### src/hw/rtl/tmst_pkg.sv
// ----------------------------------------------------------------------------
// Tempo map package
// Shared widths, codes and reset values for the seconds-to-ticks converter.
// ----------------------------------------------------------------------------
`timescale 1ns / 1ps
`default_nettype none

package tmst_pkg;

  localparam int MAX_POINTS_DEFAULT = 16;

  localparam int TIME_W  = 32;
  localparam int TEMPO_W = 18;
  localparam int RES_W   = 16;
  localparam int COUNT_W = 5;
  localparam int SLOT_W  = 4;
  localparam int TICK_W  = 37;

  localparam int LEN_W  = TIME_W + 1;
  localparam int PROD_W = LEN_W + TEMPO_W;
  localparam int ACC_W  = PROD_W + 6;
  localparam int MAG_W  = ACC_W - 1;
  localparam int SP_W   = MAG_W + RES_W;

  localparam int SCALE_SHIFT = 26;
  localparam int DV_W        = SP_W + 1 - SCALE_SHIFT;
  localparam int DIVISOR     = 15;
  localparam int REM_W       = 4;
  localparam logic [SP_W:0] ROUND_BIAS = (SP_W + 1)'(DIVISOR) << (SCALE_SHIFT - 1);

  localparam int CFG_IDX_W  = 2;
  localparam int CFG_DATA_W = 18;
  localparam logic [CFG_IDX_W-1:0] CFG_RESOLUTION = 2'd0;
  localparam logic [CFG_IDX_W-1:0] CFG_TEMPO      = 2'd1;
  localparam logic [CFG_IDX_W-1:0] CFG_COUNT      = 2'd2;

  localparam logic [RES_W-1:0]   RESOLUTION_RESET = 16'd480;
  localparam logic [TEMPO_W-1:0] TEMPO_RESET      = 18'd30720;
  localparam logic [COUNT_W-1:0] COUNT_RESET      = 5'd0;

  localparam logic OP_WRITE = 1'b0;
  localparam logic OP_QUERY = 1'b1;

endpackage

`default_nettype wire

### src/hw/rtl/tmst_scale.sv
// ----------------------------------------------------------------------------
// Tempo map result scaler
// Multiplies the positive time-tempo sum by the resolution one bit a cycle,
// adds the rounding bias, drops the power-of-two part of the scale and divides
// by fifteen one bit a cycle, then saturates to the tick width.
// ----------------------------------------------------------------------------
`timescale 1ns / 1ps
`default_nettype none

module tmst_scale (
  input  logic                             clk,
  input  logic                             rst,
  input  logic                             start,
  input  logic [tmst_pkg::MAG_W-1:0]       mag,
  input  logic [tmst_pkg::RES_W-1:0]       resolution,
  output logic                             done,
  output logic [tmst_pkg::TICK_W-1:0]      ticks
);

  localparam logic [2:0] S_IDLE = 3'd0;
  localparam logic [2:0] S_MUL  = 3'd1;
  localparam logic [2:0] S_RND  = 3'd2;
  localparam logic [2:0] S_DIV  = 3'd3;
  localparam logic [2:0] S_FIN  = 3'd4;

  logic [2:0]                       state;
  logic [5:0]                       cnt;
  logic [tmst_pkg::MAG_W-1:0]       mag_r;
  logic [tmst_pkg::RES_W-1:0]       res_sh;
  logic [tmst_pkg::SP_W-1:0]        prod;
  logic [tmst_pkg::SP_W-1:0]        prod_next;
  logic [tmst_pkg::SP_W:0]          biased;
  logic [tmst_pkg::DV_W-1:0]        dv;
  logic [tmst_pkg::REM_W-1:0]       rem;
  logic [tmst_pkg::REM_W:0]         rem_wide;
  logic                             rem_ge;

  assign prod_next = {prod[tmst_pkg::SP_W-2:0], 1'b0}
                   + (res_sh[tmst_pkg::RES_W-1] ? tmst_pkg::SP_W'(mag_r)
                                                : {tmst_pkg::SP_W{1'b0}});
  assign biased    = {1'b0, prod} + tmst_pkg::ROUND_BIAS;
  assign rem_wide  = {rem, dv[tmst_pkg::DV_W-1]};
  assign rem_ge    = rem_wide >= (tmst_pkg::REM_W + 1)'(tmst_pkg::DIVISOR);

  assign done  = (state == S_FIN);
  assign ticks = (|dv[tmst_pkg::DV_W-1:tmst_pkg::TICK_W]) ? {tmst_pkg::TICK_W{1'b1}}
                                                          : dv[tmst_pkg::TICK_W-1:0];

  always_ff @(posedge clk) begin
    if (rst) begin
      state <= S_IDLE;
      cnt   <= '0;
    end else begin
      case (state)
        S_IDLE: begin
          if (start) begin
            mag_r  <= mag;
            res_sh <= resolution;
            prod   <= '0;
            cnt    <= '0;
            state  <= S_MUL;
          end
        end
        S_MUL: begin
          prod   <= prod_next;
          res_sh <= {res_sh[tmst_pkg::RES_W-2:0], 1'b0};
          cnt    <= cnt + 6'd1;
          if (cnt == 6'(tmst_pkg::RES_W - 1)) begin
            state <= S_RND;
          end
        end
        S_RND: begin
          dv    <= biased[tmst_pkg::SP_W:tmst_pkg::SCALE_SHIFT];
          rem   <= '0;
          cnt   <= '0;
          state <= S_DIV;
        end
        S_DIV: begin
          dv  <= {dv[tmst_pkg::DV_W-2:0], rem_ge};
          rem <= rem_ge ? tmst_pkg::REM_W'(rem_wide - (tmst_pkg::REM_W + 1)'(tmst_pkg::DIVISOR))
                        : rem_wide[tmst_pkg::REM_W-1:0];
          cnt <= cnt + 6'd1;
          if (cnt == 6'(tmst_pkg::DV_W - 1)) begin
            state <= S_FIN;
          end
        end
        S_FIN: begin
          state <= S_IDLE;
        end
        default: begin
          state <= S_IDLE;
        end
      endcase
    end
  end

endmodule

`default_nettype wire

### src/hw/rtl/tempo_map_seconds_to_ticks.sv
// ----------------------------------------------------------------------------
// Tempo map seconds-to-ticks converter
// Holds a table of tempo points and turns a time into a rounded tick position.
// ----------------------------------------------------------------------------
// A point write is taken while the block is idle and leaves it ready again at once.
// A query walks the table: each segment that ends before the query time costs a
// bit-serial tempo multiply, as does the last part up to the query time, and each
// point at time zero costs a step of the walk. The final scaling costs a serial
// resolution multiply and a serial divide by fifteen.
// A zero query time or zero resolution skips the walk and gives a zero result. The
// next item is taken once the result has been placed in the output register,
// and it may be taken while that result still waits for its transfer.
// ----------------------------------------------------------------------------
`timescale 1ns / 1ps
`default_nettype none

module tempo_map_seconds_to_ticks #(
  parameter int MAX_POINTS = tmst_pkg::MAX_POINTS_DEFAULT
) (
  input  logic                                clk,
  input  logic                                rst,
  input  logic                                cfg_wr_en,
  input  logic [tmst_pkg::CFG_IDX_W-1:0]      cfg_index,
  input  logic [tmst_pkg::CFG_DATA_W-1:0]     cfg_data,
  input  logic                                in_valid,
  output logic                                in_stall,
  input  logic                                opcode,
  input  logic [tmst_pkg::SLOT_W-1:0]         point_index,
  input  logic [tmst_pkg::TIME_W-1:0]         point_time,
  input  logic [tmst_pkg::TEMPO_W-1:0]        point_tempo,
  input  logic [tmst_pkg::TIME_W-1:0]         query_time,
  output logic                                out_valid,
  input  logic                                out_stall,
  output logic [tmst_pkg::TICK_W-1:0]         tick_count
);

  localparam int IDX_W = (MAX_POINTS > 1) ? $clog2(MAX_POINTS) : 1;
  localparam int CNT_W = $clog2(MAX_POINTS + 1);

  localparam logic [2:0] ST_IDLE  = 3'd0;
  localparam logic [2:0] ST_WALK  = 3'd1;
  localparam logic [2:0] ST_MUL   = 3'd2;
  localparam logic [2:0] ST_ACC   = 3'd3;
  localparam logic [2:0] ST_SCALE = 3'd4;
  localparam logic [2:0] ST_OUT   = 3'd5;

  logic [tmst_pkg::TIME_W-1:0]          point_times  [MAX_POINTS];
  logic [tmst_pkg::TEMPO_W-1:0]         point_tempos [MAX_POINTS];

  logic [tmst_pkg::RES_W-1:0]           tick_resolution;
  logic [tmst_pkg::TEMPO_W-1:0]         default_tempo;
  logic [tmst_pkg::COUNT_W-1:0]         point_count;

  logic [2:0]                           state;
  logic [tmst_pkg::TIME_W-1:0]          q_time;
  logic [CNT_W-1:0]                     idx;
  logic [CNT_W-1:0]                     n_pts;
  logic                                 last_seg;
  logic [tmst_pkg::TIME_W-1:0]          prev_time;
  logic [tmst_pkg::TEMPO_W-1:0]         prev_tempo;
  logic signed [tmst_pkg::LEN_W-1:0]    seg_len;
  logic [tmst_pkg::TEMPO_W-1:0]         mul_tempo;
  logic [4:0]                           bit_cnt;
  logic signed [tmst_pkg::PROD_W-1:0]   prod;
  logic signed [tmst_pkg::PROD_W-1:0]   prod_next;
  logic signed [tmst_pkg::ACC_W-1:0]    acc;
  logic signed [tmst_pkg::ACC_W-1:0]    acc_next;
  logic [tmst_pkg::TICK_W-1:0]          ticks;

  logic                                 accept;
  logic [IDX_W-1:0]                     wr_slot;
  logic [IDX_W-1:0]                     rd_slot;
  logic [tmst_pkg::TIME_W-1:0]          cur_time;
  logic [tmst_pkg::TEMPO_W-1:0]         cur_tempo;
  logic                                 acc_nonpos;
  logic                                 scale_start;
  logic                                 scale_done;
  logic [tmst_pkg::TICK_W-1:0]          scale_ticks;

  assign in_stall  = (state != ST_IDLE);
  assign accept    = in_valid && !in_stall;
  assign wr_slot   = IDX_W'(point_index);
  assign rd_slot   = idx[IDX_W-1:0];
  assign cur_time  = point_times[rd_slot];
  assign cur_tempo = point_tempos[rd_slot];
  assign n_pts     = (32'(point_count) > MAX_POINTS) ? CNT_W'(MAX_POINTS)
                                                     : CNT_W'(point_count);

  assign prod_next = {prod[tmst_pkg::PROD_W-2:0], 1'b0}
                   + (mul_tempo[tmst_pkg::TEMPO_W-1]
                      ? {{tmst_pkg::TEMPO_W{seg_len[tmst_pkg::LEN_W-1]}}, seg_len}
                      : {tmst_pkg::PROD_W{1'b0}});
  assign acc_next  = acc + {{(tmst_pkg::ACC_W - tmst_pkg::PROD_W){prod[tmst_pkg::PROD_W-1]}},
                            prod};
  assign acc_nonpos  = acc_next[tmst_pkg::ACC_W-1] || (acc_next == '0);
  assign scale_start = (state == ST_ACC) && last_seg && !acc_nonpos;

  tmst_scale u_scale (
    .clk        (clk),
    .rst        (rst),
    .start      (scale_start),
    .mag        (acc_next[tmst_pkg::MAG_W-1:0]),
    .resolution (tick_resolution),
    .done       (scale_done),
    .ticks      (scale_ticks)
  );

  always_ff @(posedge clk) begin
    if (rst) begin
      tick_resolution <= tmst_pkg::RESOLUTION_RESET;
      default_tempo   <= tmst_pkg::TEMPO_RESET;
      point_count     <= tmst_pkg::COUNT_RESET;
    end else if (cfg_wr_en) begin
      case (cfg_index)
        tmst_pkg::CFG_RESOLUTION: tick_resolution <= cfg_data[tmst_pkg::RES_W-1:0];
        tmst_pkg::CFG_TEMPO:      default_tempo   <= cfg_data;
        tmst_pkg::CFG_COUNT:      point_count     <= cfg_data[tmst_pkg::COUNT_W-1:0];
        default: begin
        end
      endcase
    end
  end

  always_ff @(posedge clk) begin
    if (accept && (opcode == tmst_pkg::OP_WRITE) && (32'(point_index) < MAX_POINTS)) begin
      point_times[wr_slot]  <= point_time;
      point_tempos[wr_slot] <= point_tempo;
    end
  end

  always_ff @(posedge clk) begin
    if (rst) begin
      state     <= ST_IDLE;
      out_valid <= 1'b0;
    end else begin
      if (out_valid && !out_stall && (state != ST_OUT)) begin
        out_valid <= 1'b0;
      end
      case (state)
        ST_IDLE: begin
          if (accept && (opcode == tmst_pkg::OP_QUERY)) begin
            q_time     <= query_time;
            idx        <= '0;
            acc        <= '0;
            prev_time  <= '0;
            prev_tempo <= (n_pts != '0) ? point_tempos[0] : default_tempo;
            if ((query_time == '0) || (tick_resolution == '0)) begin
              ticks <= '0;
              state <= ST_OUT;
            end else begin
              state <= ST_WALK;
            end
          end
        end
        ST_WALK: begin
          prod    <= '0;
          bit_cnt <= '0;
          if ((idx == n_pts) || ((cur_time != '0) && (q_time <= cur_time))) begin
            seg_len   <= $signed({1'b0, q_time}) - $signed({1'b0, prev_time});
            mul_tempo <= prev_tempo;
            last_seg  <= 1'b1;
            state     <= ST_MUL;
          end else if (cur_time == '0) begin
            prev_tempo <= cur_tempo;
            idx        <= idx + 1'b1;
          end else begin
            seg_len    <= $signed({1'b0, cur_time}) - $signed({1'b0, prev_time});
            mul_tempo  <= prev_tempo;
            last_seg   <= 1'b0;
            prev_time  <= cur_time;
            prev_tempo <= cur_tempo;
            idx        <= idx + 1'b1;
            state      <= ST_MUL;
          end
        end
        ST_MUL: begin
          prod      <= prod_next;
          mul_tempo <= {mul_tempo[tmst_pkg::TEMPO_W-2:0], 1'b0};
          bit_cnt   <= bit_cnt + 5'd1;
          if (bit_cnt == 5'(tmst_pkg::TEMPO_W - 1)) begin
            state <= ST_ACC;
          end
        end
        ST_ACC: begin
          acc <= acc_next;
          if (!last_seg) begin
            state <= ST_WALK;
          end else if (acc_nonpos) begin
            ticks <= '0;
            state <= ST_OUT;
          end else begin
            state <= ST_SCALE;
          end
        end
        ST_SCALE: begin
          if (scale_done) begin
            ticks <= scale_ticks;
            state <= ST_OUT;
          end
        end
        ST_OUT: begin
          if (!out_valid || !out_stall) begin
            out_valid  <= 1'b1;
            tick_count <= ticks;
            state      <= ST_IDLE;
          end
        end
        default: begin
          state <= ST_IDLE;
        end
      endcase
    end
  end

endmodule

`default_nettype wire

### config.mk
export PLATFORM = sky130hd
export DESIGN_NAME = tempo_map_seconds_to_ticks
export DESIGN_NICKNAME = d
export VERILOG_FILES = /design/src/hw/rtl/tmst_pkg.sv /design/src/hw/rtl/tmst_scale.sv /design/src/hw/rtl/tempo_map_seconds_to_ticks.sv
export SDC_FILE = /design/constraint.sdc
export NUM_CORES = 2
export LEC_CHECK = 0
export ABC_CLOCK_PERIOD_IN_PS = 12300
export BUFFER_PORTS_ARGS = -buffer_cell sky130_fd_sc_hd__clkbuf_2
export CORE_AREA = 2 2 448 450
export CTS_CLUSTER_SIZE = 16
export DETAILED_ROUTE_END_ITERATION = 10
export DIE_AREA = 0 0 450 452
export PLACE_DENSITY = 0.46
export RECOVER_POWER = 50
export SLEW_MARGIN = 30
export SYNTH_ARGS = -nofsm -noshare
export SYNTH_HDL_FRONTEND = slang
export SYNTH_SLANG_ARGS = --single-unit
### constraint.sdc
create_clock -name clk -period 12.3 [get_ports clk]
set_input_delay 1.23 -clock clk [delete_from_list [all_inputs] [get_ports clk]]
set_output_delay 1.23 -clock clk [all_outputs]
set_load 0.03 [all_outputs]
After elaboration in Yosys (flattened, before gate mapping)
Memories as Yosys holds them, arrays and structs flattened. A register that Yosys moved wholly into a read port is not among the register bits.
Cells that the tools add are included.
{"block": "op_classes", "reduce_logical": 53, "magnitude_cmp": 3, "addsub": 10, "n_eq_ne": 30, "muxes": 61, "bitwise": 2}
{"op": "$mux W37", "n": 6}
{"op": "$pmux W72 S2", "n": 1}
{"op": "$pmux W57 S2", "n": 1}
{"op": "$pmux W37 S3", "n": 1}
{"op": "$pmux W51 S2", "n": 1}
{"op": "$mux W32", "n": 3}
{"op": "$pmux W47 S2", "n": 1}
{"op": "$mux W18", "n": 5}
{"op": "$add A72 B29 Y73 const B", "n": 1}
{"op": "$add A72 B72 Y72", "n": 1}
{"op": "$mux W72", "n": 1}
{"op": "$pmux W18 S2", "n": 2}
{"op": "$mux W33", "n": 2}
{"op": "$sub A32 B32 Y33", "n": 2}
{"op": "$logic_not A32 Y1", "n": 2}
{"op": "$pmux W32 S2", "n": 1}
{"op": "$add A57 B57 Y57", "n": 1}
{"op": "$logic_not A57 Y1", "n": 1}
{"op": "$mux W57", "n": 1}
{"op": "$mux W56", "n": 1}
{"op": "$add A51 B51 Y51", "n": 1}
{"op": "$mux W51", "n": 1}
{"op": "$mux W3", "n": 11}
{"op": "$le A32 B32 Y1", "n": 1}
{"op": "other kinds (46)", "n": 110}
{"block": "word_totals", "wordCells": 185, "mem_bits_rw": 800, "inputBits": 112, "out_inout_bits": 39, "regBits": 573, "memories": 2}
{"name": "point_times", "words": 16, "word_bits": 32, "read_ports": 1, "rd_clocked_by_memory_dff": 1, "write_ports": 1, "line": "tempo_map_seconds_to_ticks.sv:47", "source": "logic [tmst_pkg::TIME_W-1:0] point_times [MAX_POINTS];"}
{"name": "point_tempos", "words": 16, "word_bits": 18, "read_ports": 2, "rd_clocked_by_memory_dff": 1, "write_ports": 1, "line": "tempo_map_seconds_to_ticks.sv:48", "source": "logic [tmst_pkg::TEMPO_W-1:0] point_tempos [MAX_POINTS];"}

Longest topological paths before layout
{"block": "depth", "ltp_word": 7, "ltp_mapped": 37, "ltp_nobuf": 32}

Cells and area by module
A second synthesis with hierarchy kept.
{"block": "hier_totals", "cells_unflattened": 4868, "area_unflattened_um2": 66531.3}
{"mod": "tempo_map_seconds_to_ticks", "seq_area_each_um2": 34753.3, "n_inst": 1, "cells_each": 3603, "area_per_inst_um2": 53964.3}
{"mod": "tmst_scale", "seq_area_each_um2": 6035.8, "n_inst": 1, "cells_each": 1265, "area_per_inst_um2": 12567.1}

Worst setup path after synthesis
No wires, ideal clock.
{"block": "synth_timing", "path_type": "register to register", "startpoint": "register prod[0] in the netlist's numbering", "endpoint": "register u_scale.prod[0] in the netlist's numbering (enable)", "period_less_slack_ps": 12181, "setup_time_ps": 751, "stages_incl_launch_ff": 15, "required_time_ps": 11549, "setup_slack_ps": 119, "arrival_ps": 11431, "path_buffers": 0, "cell_sequence": "edfxtp_1 ha_1 fa_1 a211oi_2 o21bai_1 a2111o_1 nand4_2 nand2_1 a41oi_1 o21ai_0 a21o_1 a21oi_1 xnor2_1 a31oi_4 nor4_1"}
{"block": "synth_between", "elab_chain_cells": 7}
{"element": "start: declaration", "line": "tempo_map_seconds_to_ticks.sv:64", "source": "logic signed [tmst_pkg::PROD_W-1:0] prod;"}
{"element": "start signal: assignment", "line": "tempo_map_seconds_to_ticks.sv:177", "source": "prod <= prod_next;"}
{"element": "$add A57 B57 Y57 (*)", "line": "tempo_map_seconds_to_ticks.sv:93", "source": "assign acc_next = acc + {{(tmst_pkg::ACC_W - tmst_pkg::PROD_W){prod[tmst_pkg::PROD_W-1]}},"}
{"element": "$logic_not A57 Y1", "line": "tempo_map_seconds_to_ticks.sv:95", "source": "assign acc_nonpos = acc_next[tmst_pkg::ACC_W-1] || (acc_next == '0);"}
{"element": "$logic_or A1 B1 Y1 (*)", "line": "tempo_map_seconds_to_ticks.sv:95"}
{"element": "$logic_not A1 Y1 (*)", "line": "tempo_map_seconds_to_ticks.sv:96", "source": "assign scale_start = (state == ST_ACC) && last_seg && !acc_nonpos;"}
{"element": "$logic_and A1 B1 Y1 (*)", "line": "tempo_map_seconds_to_ticks.sv:96"}
{"element": "$ne A2 B2 Y1 (no source line) (*)"}
{"element": "$reduce_and A3 Y1 (no source line) (*)"}
{"element": "end signal: assignment", "line": "tmst_scale.sv:65", "source": "prod <= prod_next;"}
{"element": "end: declaration", "line": "tmst_scale.sv:30", "source": "logic [tmst_pkg::SP_W-1:0] prod;"}
Every way passes the cells marked *; elsewhere a longest branch is shown, timed or not.
A chain may end at the register's enable or synchronous reset.

==> impl_metrics.xml <==
<?xml version="1.0" encoding="UTF-8"?>
<metrics>
  <group name="status">
    <metric name="status" unit="">finished, violations left</metric>
    <metric name="violations" unit="">max-capacitance violations, max-slew violations</metric>
  </group>
  <group name="synthesis">
    <metric name="yosys.area.top_type" unit="">sky130_fd_sc_hd__edfxtp_1</metric>
    <metric name="synth_cells" unit="">4702</metric>
    <metric name="ys_seq_area_share" unit="%">62.5</metric>
    <metric name="ys_types" unit="">92</metric>
    <metric name="mean_area_per_synthesized_cell" unit="sq um">13.9</metric>
    <metric name="synthesis.yosys.warnings" unit="">0</metric>
    <metric name="synth_seq_cells" unit="">1377</metric>
    <metric name="fraction_of_synthesis_flops_using_an_asynchronous_set_or_reset_pin" unit="%">0</metric>
    <metric name="synth_area" unit="sq um">65300</metric>
    <metric name="synth.top_cell.area_share" unit="%">60.8</metric>
    <metric name="mappedNetlistNets" unit="">5049</metric>
    <metric name="synth_top_flop_cell" unit="">sky130_fd_sc_hd__edfxtp_1</metric>
    <metric name="largest_cells_by_area_after_synthesis" unit="">sky130_fd_sc_hd__edfxtp_1, sky130_fd_sc_hd__mux4_2, sky130_fd_sc_hd__ha_1</metric>
    <metric name="synth_enable_flop_cells" unit="">1321</metric>
  </group>
  <group name="floorplan">
    <metric name="core_area" unit="sq um">199000</metric>
    <metric name="io_pins" unit="">151</metric>
    <metric name="die_h" unit="um">452</metric>
    <metric name="chipWidth" unit="um">450</metric>
    <metric name="dieArea" unit="sq um">203000</metric>
    <metric name="std_cell_rows" unit="">164</metric>
    <metric name="initial_core_utilization" unit="%">32.9</metric>
  </group>
  <group name="timing">
    <metric name="worst_slew_pin_slew" unit="ps">3730</metric>
    <metric name="layout_min_cycle_time" unit="ps">8350</metric>
    <metric name="skew" unit="ps">61.9</metric>
    <metric name="fmaxAchievable" unit="MHz">120</metric>
    <metric name="fin_tns_setup" unit="ps">0</metric>
    <metric name="grt_setup_unrepaired" unit="">no</metric>
    <metric name="final_setup_viols" unit="">0</metric>
    <metric name="finalCritPeriodShare" unit="%">67.9</metric>
    <metric name="slew_violations" unit="">719</metric>
    <metric name="layout_setup_ws" unit="ps">3950</metric>
    <metric name="timing_hold_violations_final" unit="">0</metric>
    <metric name="slew-limit-headroom" unit="%">-148</metric>
  </group>
  <group name="clocking">
    <metric name="post_cts.repair.setup_buffers" unit="">0</metric>
    <metric name="cts.sink_count" unit="">1377</metric>
    <metric name="tritoncts.num_buffers" unit="">158</metric>
    <metric name="cts-root-buf" unit="">sky130_fd_sc_hd__clkbuf_16</metric>
    <metric name="ctsHtreeMaxLevel" unit="">4</metric>
    <metric name="cts.reportedPaths.clkPinSlew" unit="ps">60</metric>
    <metric name="count_of_hold_fix_buffers_inserted_at_cts" unit="">0</metric>
    <metric name="clock_path_buffers" unit="">3</metric>
    <metric name="clk_latency" unit="ps">850</metric>
    <metric name="ctsResizeCount" unit="">0</metric>
    <metric name="cts_tree" unit="">done</metric>
  </group>
  <group name="final_layout">
    <metric name="final_cell_mix" unit="">sky130_fd_sc_hd__edfxtp_1, sky130_fd_sc_hd__nand2_1, sky130_fd_sc_hd__nor2_1</metric>
    <metric name="mostFrequentLayoutCell" unit="">sky130_fd_sc_hd__edfxtp_1</metric>
    <metric name="final_area" unit="sq um">74500</metric>
    <metric name="finish.cell_count_without_fillers" unit="">7676</metric>
    <metric name="fillers" unit="">19171</metric>
    <metric name="areaGrowthSynthToFinish" unit="%">14.1</metric>
    <metric name="finish.net_count" unit="">5233</metric>
    <metric name="drive_above_1_share" unit="%">12.8</metric>
  </group>
  <group name="placement">
    <metric name="placement.io_buffers" unit="">150</metric>
    <metric name="place.gp.congestion" unit="">0.873</metric>
    <metric name="post-dp-hpwl" unit="mm">115</metric>
    <metric name="pre_cts_slack" unit="ps">3960</metric>
    <metric name="dpl_cell_area" unit="sq um">69400</metric>
    <metric name="placed_cells_incl_taps" unit="">7381</metric>
  </group>
  <group name="detailed_routing">
    <metric name="first_pass_iters" unit="">5</metric>
    <metric name="drt_drc_violations_left" unit="">0</metric>
    <metric name="routed_via_density" unit="">5.10</metric>
    <metric name="wire_per_inst" unit="um">22.7</metric>
    <metric name="final_antenna_net_count" unit="">0</metric>
    <metric name="initial_drt_markers" unit="">2740</metric>
    <metric name="totalWireLength" unit="mm">175</metric>
    <metric name="via_count" unit="">39168</metric>
  </group>
  <group name="global_routing">
    <metric name="grt_util_all_layers" unit="%">16.9</metric>
    <metric name="pin_count_of_the_biggest_net_entering_global_routing" unit="">111</metric>
    <metric name="grt_first_pass_wirelength" unit="mm">259</metric>
    <metric name="vias_in_the_first_global_route" unit="">39762</metric>
    <metric name="antenna_violations_before_repair" unit="">20</metric>
    <metric name="grt_overflow_total" unit="">0</metric>
  </group>
  <group name="min_path">
    <metric name="min-delay-start" unit="">ticks[8]</metric>
    <metric name="min_to" unit="">tick_count[8]</metric>
    <metric name="hold_path_depth" unit="">0</metric>
    <metric name="worst_hold_path_type" unit="">reg -&gt; reg</metric>
  </group>
  <group name="setup_path">
    <metric name="r2r-end" unit="">seg_len[30]</metric>
    <metric name="crit_path_start_kind" unit="">flop</metric>
    <metric name="worst_path_most_repeated_cell" unit="">sky130_fd_sc_hd__a21oi_1</metric>
    <metric name="reg2reg_setup_slack" unit="ps">3950</metric>
    <metric name="worstPathRequired" unit="ps">12860</metric>
    <metric name="critPathKind" unit="">reg -&gt; reg</metric>
    <metric name="critical-path-max-stage-delay" unit="ps">800</metric>
    <metric name="timing.critical_path.fanout_max" unit="">110</metric>
    <metric name="critical_path_arrival" unit="ps">8910</metric>
    <metric name="setup.worst_path.end_class" unit="">flop</metric>
    <metric name="worst-r2r-cell-count" unit="">31</metric>
    <metric name="crit_slowest_cell" unit="">sky130_fd_sc_hd__dfxtp_4</metric>
  </group>
  <group name="power_and_ir_drop">
    <metric name="irDropWorstVdd" unit="mV">0.116</metric>
    <metric name="leakagePower" unit="nW">25.5</metric>
    <metric name="power.density" unit="nW/um^2">202</metric>
    <metric name="total_power" unit="mW">15.0</metric>
  </group>
  <group name="run">
    <metric name="drv.max_cap_violation_count" unit="">21</metric>
  </group>
</metrics>
-- cells in the mapped netlist, types with 6 or more instances --
library cell / number
sky130_fd_sc_hd__o21ai_1: 23
sky130_fd_sc_hd__buf_4: 6
sky130_fd_sc_hd__and3_1: 43
sky130_fd_sc_hd__ha_1: 231
sky130_fd_sc_hd__inv_1: 130
sky130_fd_sc_hd__nor3b_1: 16
sky130_fd_sc_hd__o211ai_1: 16
sky130_fd_sc_hd__a21o_1: 103
sky130_fd_sc_hd__xor2_1: 90
sky130_fd_sc_hd__a211o_1: 10
sky130_fd_sc_hd__dfxtp_1: 56
sky130_fd_sc_hd__nand2b_1: 46
sky130_fd_sc_hd__mux2_1: 15
sky130_fd_sc_hd__buf_1: 23
sky130_fd_sc_hd__a21boi_0: 11
sky130_fd_sc_hd__o31a_1: 8
sky130_fd_sc_hd__xnor2_1: 124
sky130_fd_sc_hd__nand3b_1: 17
sky130_fd_sc_hd__or4_1: 7
sky130_fd_sc_hd__mux2_2: 23
sky130_fd_sc_hd__mux4_2: 236
sky130_fd_sc_hd__mux2i_1: 36
sky130_fd_sc_hd__a21oi_1: 298
sky130_fd_sc_hd__edfxtp_1: 1321
sky130_fd_sc_hd__nor2b_1: 26
sky130_fd_sc_hd__nor2_1: 374
sky130_fd_sc_hd__nand2_1: 403
sky130_fd_sc_hd__nand3_1: 87
sky130_fd_sc_hd__o2111ai_1: 6
sky130_fd_sc_hd__or3_1: 14
sky130_fd_sc_hd__a31oi_1: 22
sky130_fd_sc_hd__o21ai_0: 135
sky130_fd_sc_hd__nor3_1: 65
sky130_fd_sc_hd__nor4_1: 42
sky130_fd_sc_hd__and2_1: 137
sky130_fd_sc_hd__a211oi_1: 34
sky130_fd_sc_hd__a41oi_1: 9
sky130_fd_sc_hd__a2111oi_0: 8
sky130_fd_sc_hd__buf_2: 26
sky130_fd_sc_hd__nand4_1: 58
sky130_fd_sc_hd__o21a_1: 75
sky130_fd_sc_hd__a31o_2: 11
sky130_fd_sc_hd__clkbuf_1: 136
sky130_fd_sc_hd__o31ai_1: 10
sky130_fd_sc_hd__o21bai_1: 20
-- worst max-delay path, delay by kind of cell, from the launching register on --
kind | cells | cell delay, ps
buffers and inverters | 4 | 1000
adders and majority gates | 3 | 800
xor gates and xnor gates | 1 | 160
muxes | 2 | 970
DFF | 1 | 800
AOI/OAI and AO/OA | 21 | 4160
-- area by class of cell --
cell class / count / area [sq um] / share of cell area, %
flip-flops and latches: 1377 / 40800 / 54.8
multi-input cells: 2998 / 23300 / 31.3
clock buffers: 188 / 4110 / 5.51
well taps: 2656 / 3320 / 4.46
clock inverters: 104 / 1330 / 1.79
repair buffers: 220 / 1110 / 1.49
inverters: 131 / 492 / 0.660
diodes: 2 / 5.00 / 0.00672
-- power by group --
part / switching (mW) / internal [mW] / leakage (nW)
Combinational: 2.63 / 1.76 / 10.4
Clock: 2.03 / 2.84 / 2.62
Sequential: 0.190 / 5.57 / 12.5
-- per-layer routing --
metal,share of wire [%],GRT usage [%],up-vias
met5,0.059,0,-
met4,3.2,5.79,16
met3,3.4,2.47,262
met2,50,29.6,694
met1,43,21.4,19746
li1,-,-,18450
-- how the worst max path moves through the flow --
| stage | endpoint | cells past startpoint |
|---|---|---|
| 2_1_floorplan | u_scale.prod[0] | 14 |
| 3_3_place_gp | seg_len[30] | 31 |
| 3_5_place_dp | seg_len[30] | 30 |
| 4_1_cts | seg_len[30] | 30 |
| 5_1_grt | seg_len[30] | 31 |
| 6_report | seg_len[30] | 31 |
-- logic make-up (layout without fill, tap and decap cells) --
| family | count (synthesis) | after routing | share of synthesized area, % |
|---|---|---|---|
| flip-flops | 1377 | 1377 | 62.5 |
| AND/OR/NAND/NOR | 1364 | 1364 | 10.0 |
| AO/OA/AOI/OAI | 875 | 875 | 8.72 |
| buffers and inverters | 327 | 643 | 2.02 |
| multiplexers | 310 | 310 | 9.35 |
| adder cells (fa/ha/maj) | 235 | 235 | 4.55 |
| XOR/XNOR | 214 | 214 | 2.87 |
| other | 0 | 2 | 0 |
-- flip-flops by register name, summed over array words and instances, names as in the netlist, 4 cells and up, named ones only --
register and count:
q_time 32, prev_tempo 18, u_scale.res_sh 16, point_count 5, acc 57, u_scale.mag_r 56, default_tempo 18, u_scale.dv 47
tick_count 37, ticks 37, u_scale.prod 72, u_scale.rem 4, point_times 512, point_tempos 288, tick_resolution 16, idx 5
mul_tempo 18, u_scale.cnt 6, bit_cnt 5, prev_time 32, prod 51, seg_len 33
-- through the flow --
| step | hold WS (ps) | utilization [%] |
|---|---|---|
| final | 379 | 37.5 |
| after global routing | 388 | 37.5 |
| after CTS | 386 | 37.7 |
| after detailed placement | 405 | 34.9 |
| after global placement | 403 | 34.9 |
| after floorplan | 400 | - |
Note: power is estimated with default switching activity, not from simulation.
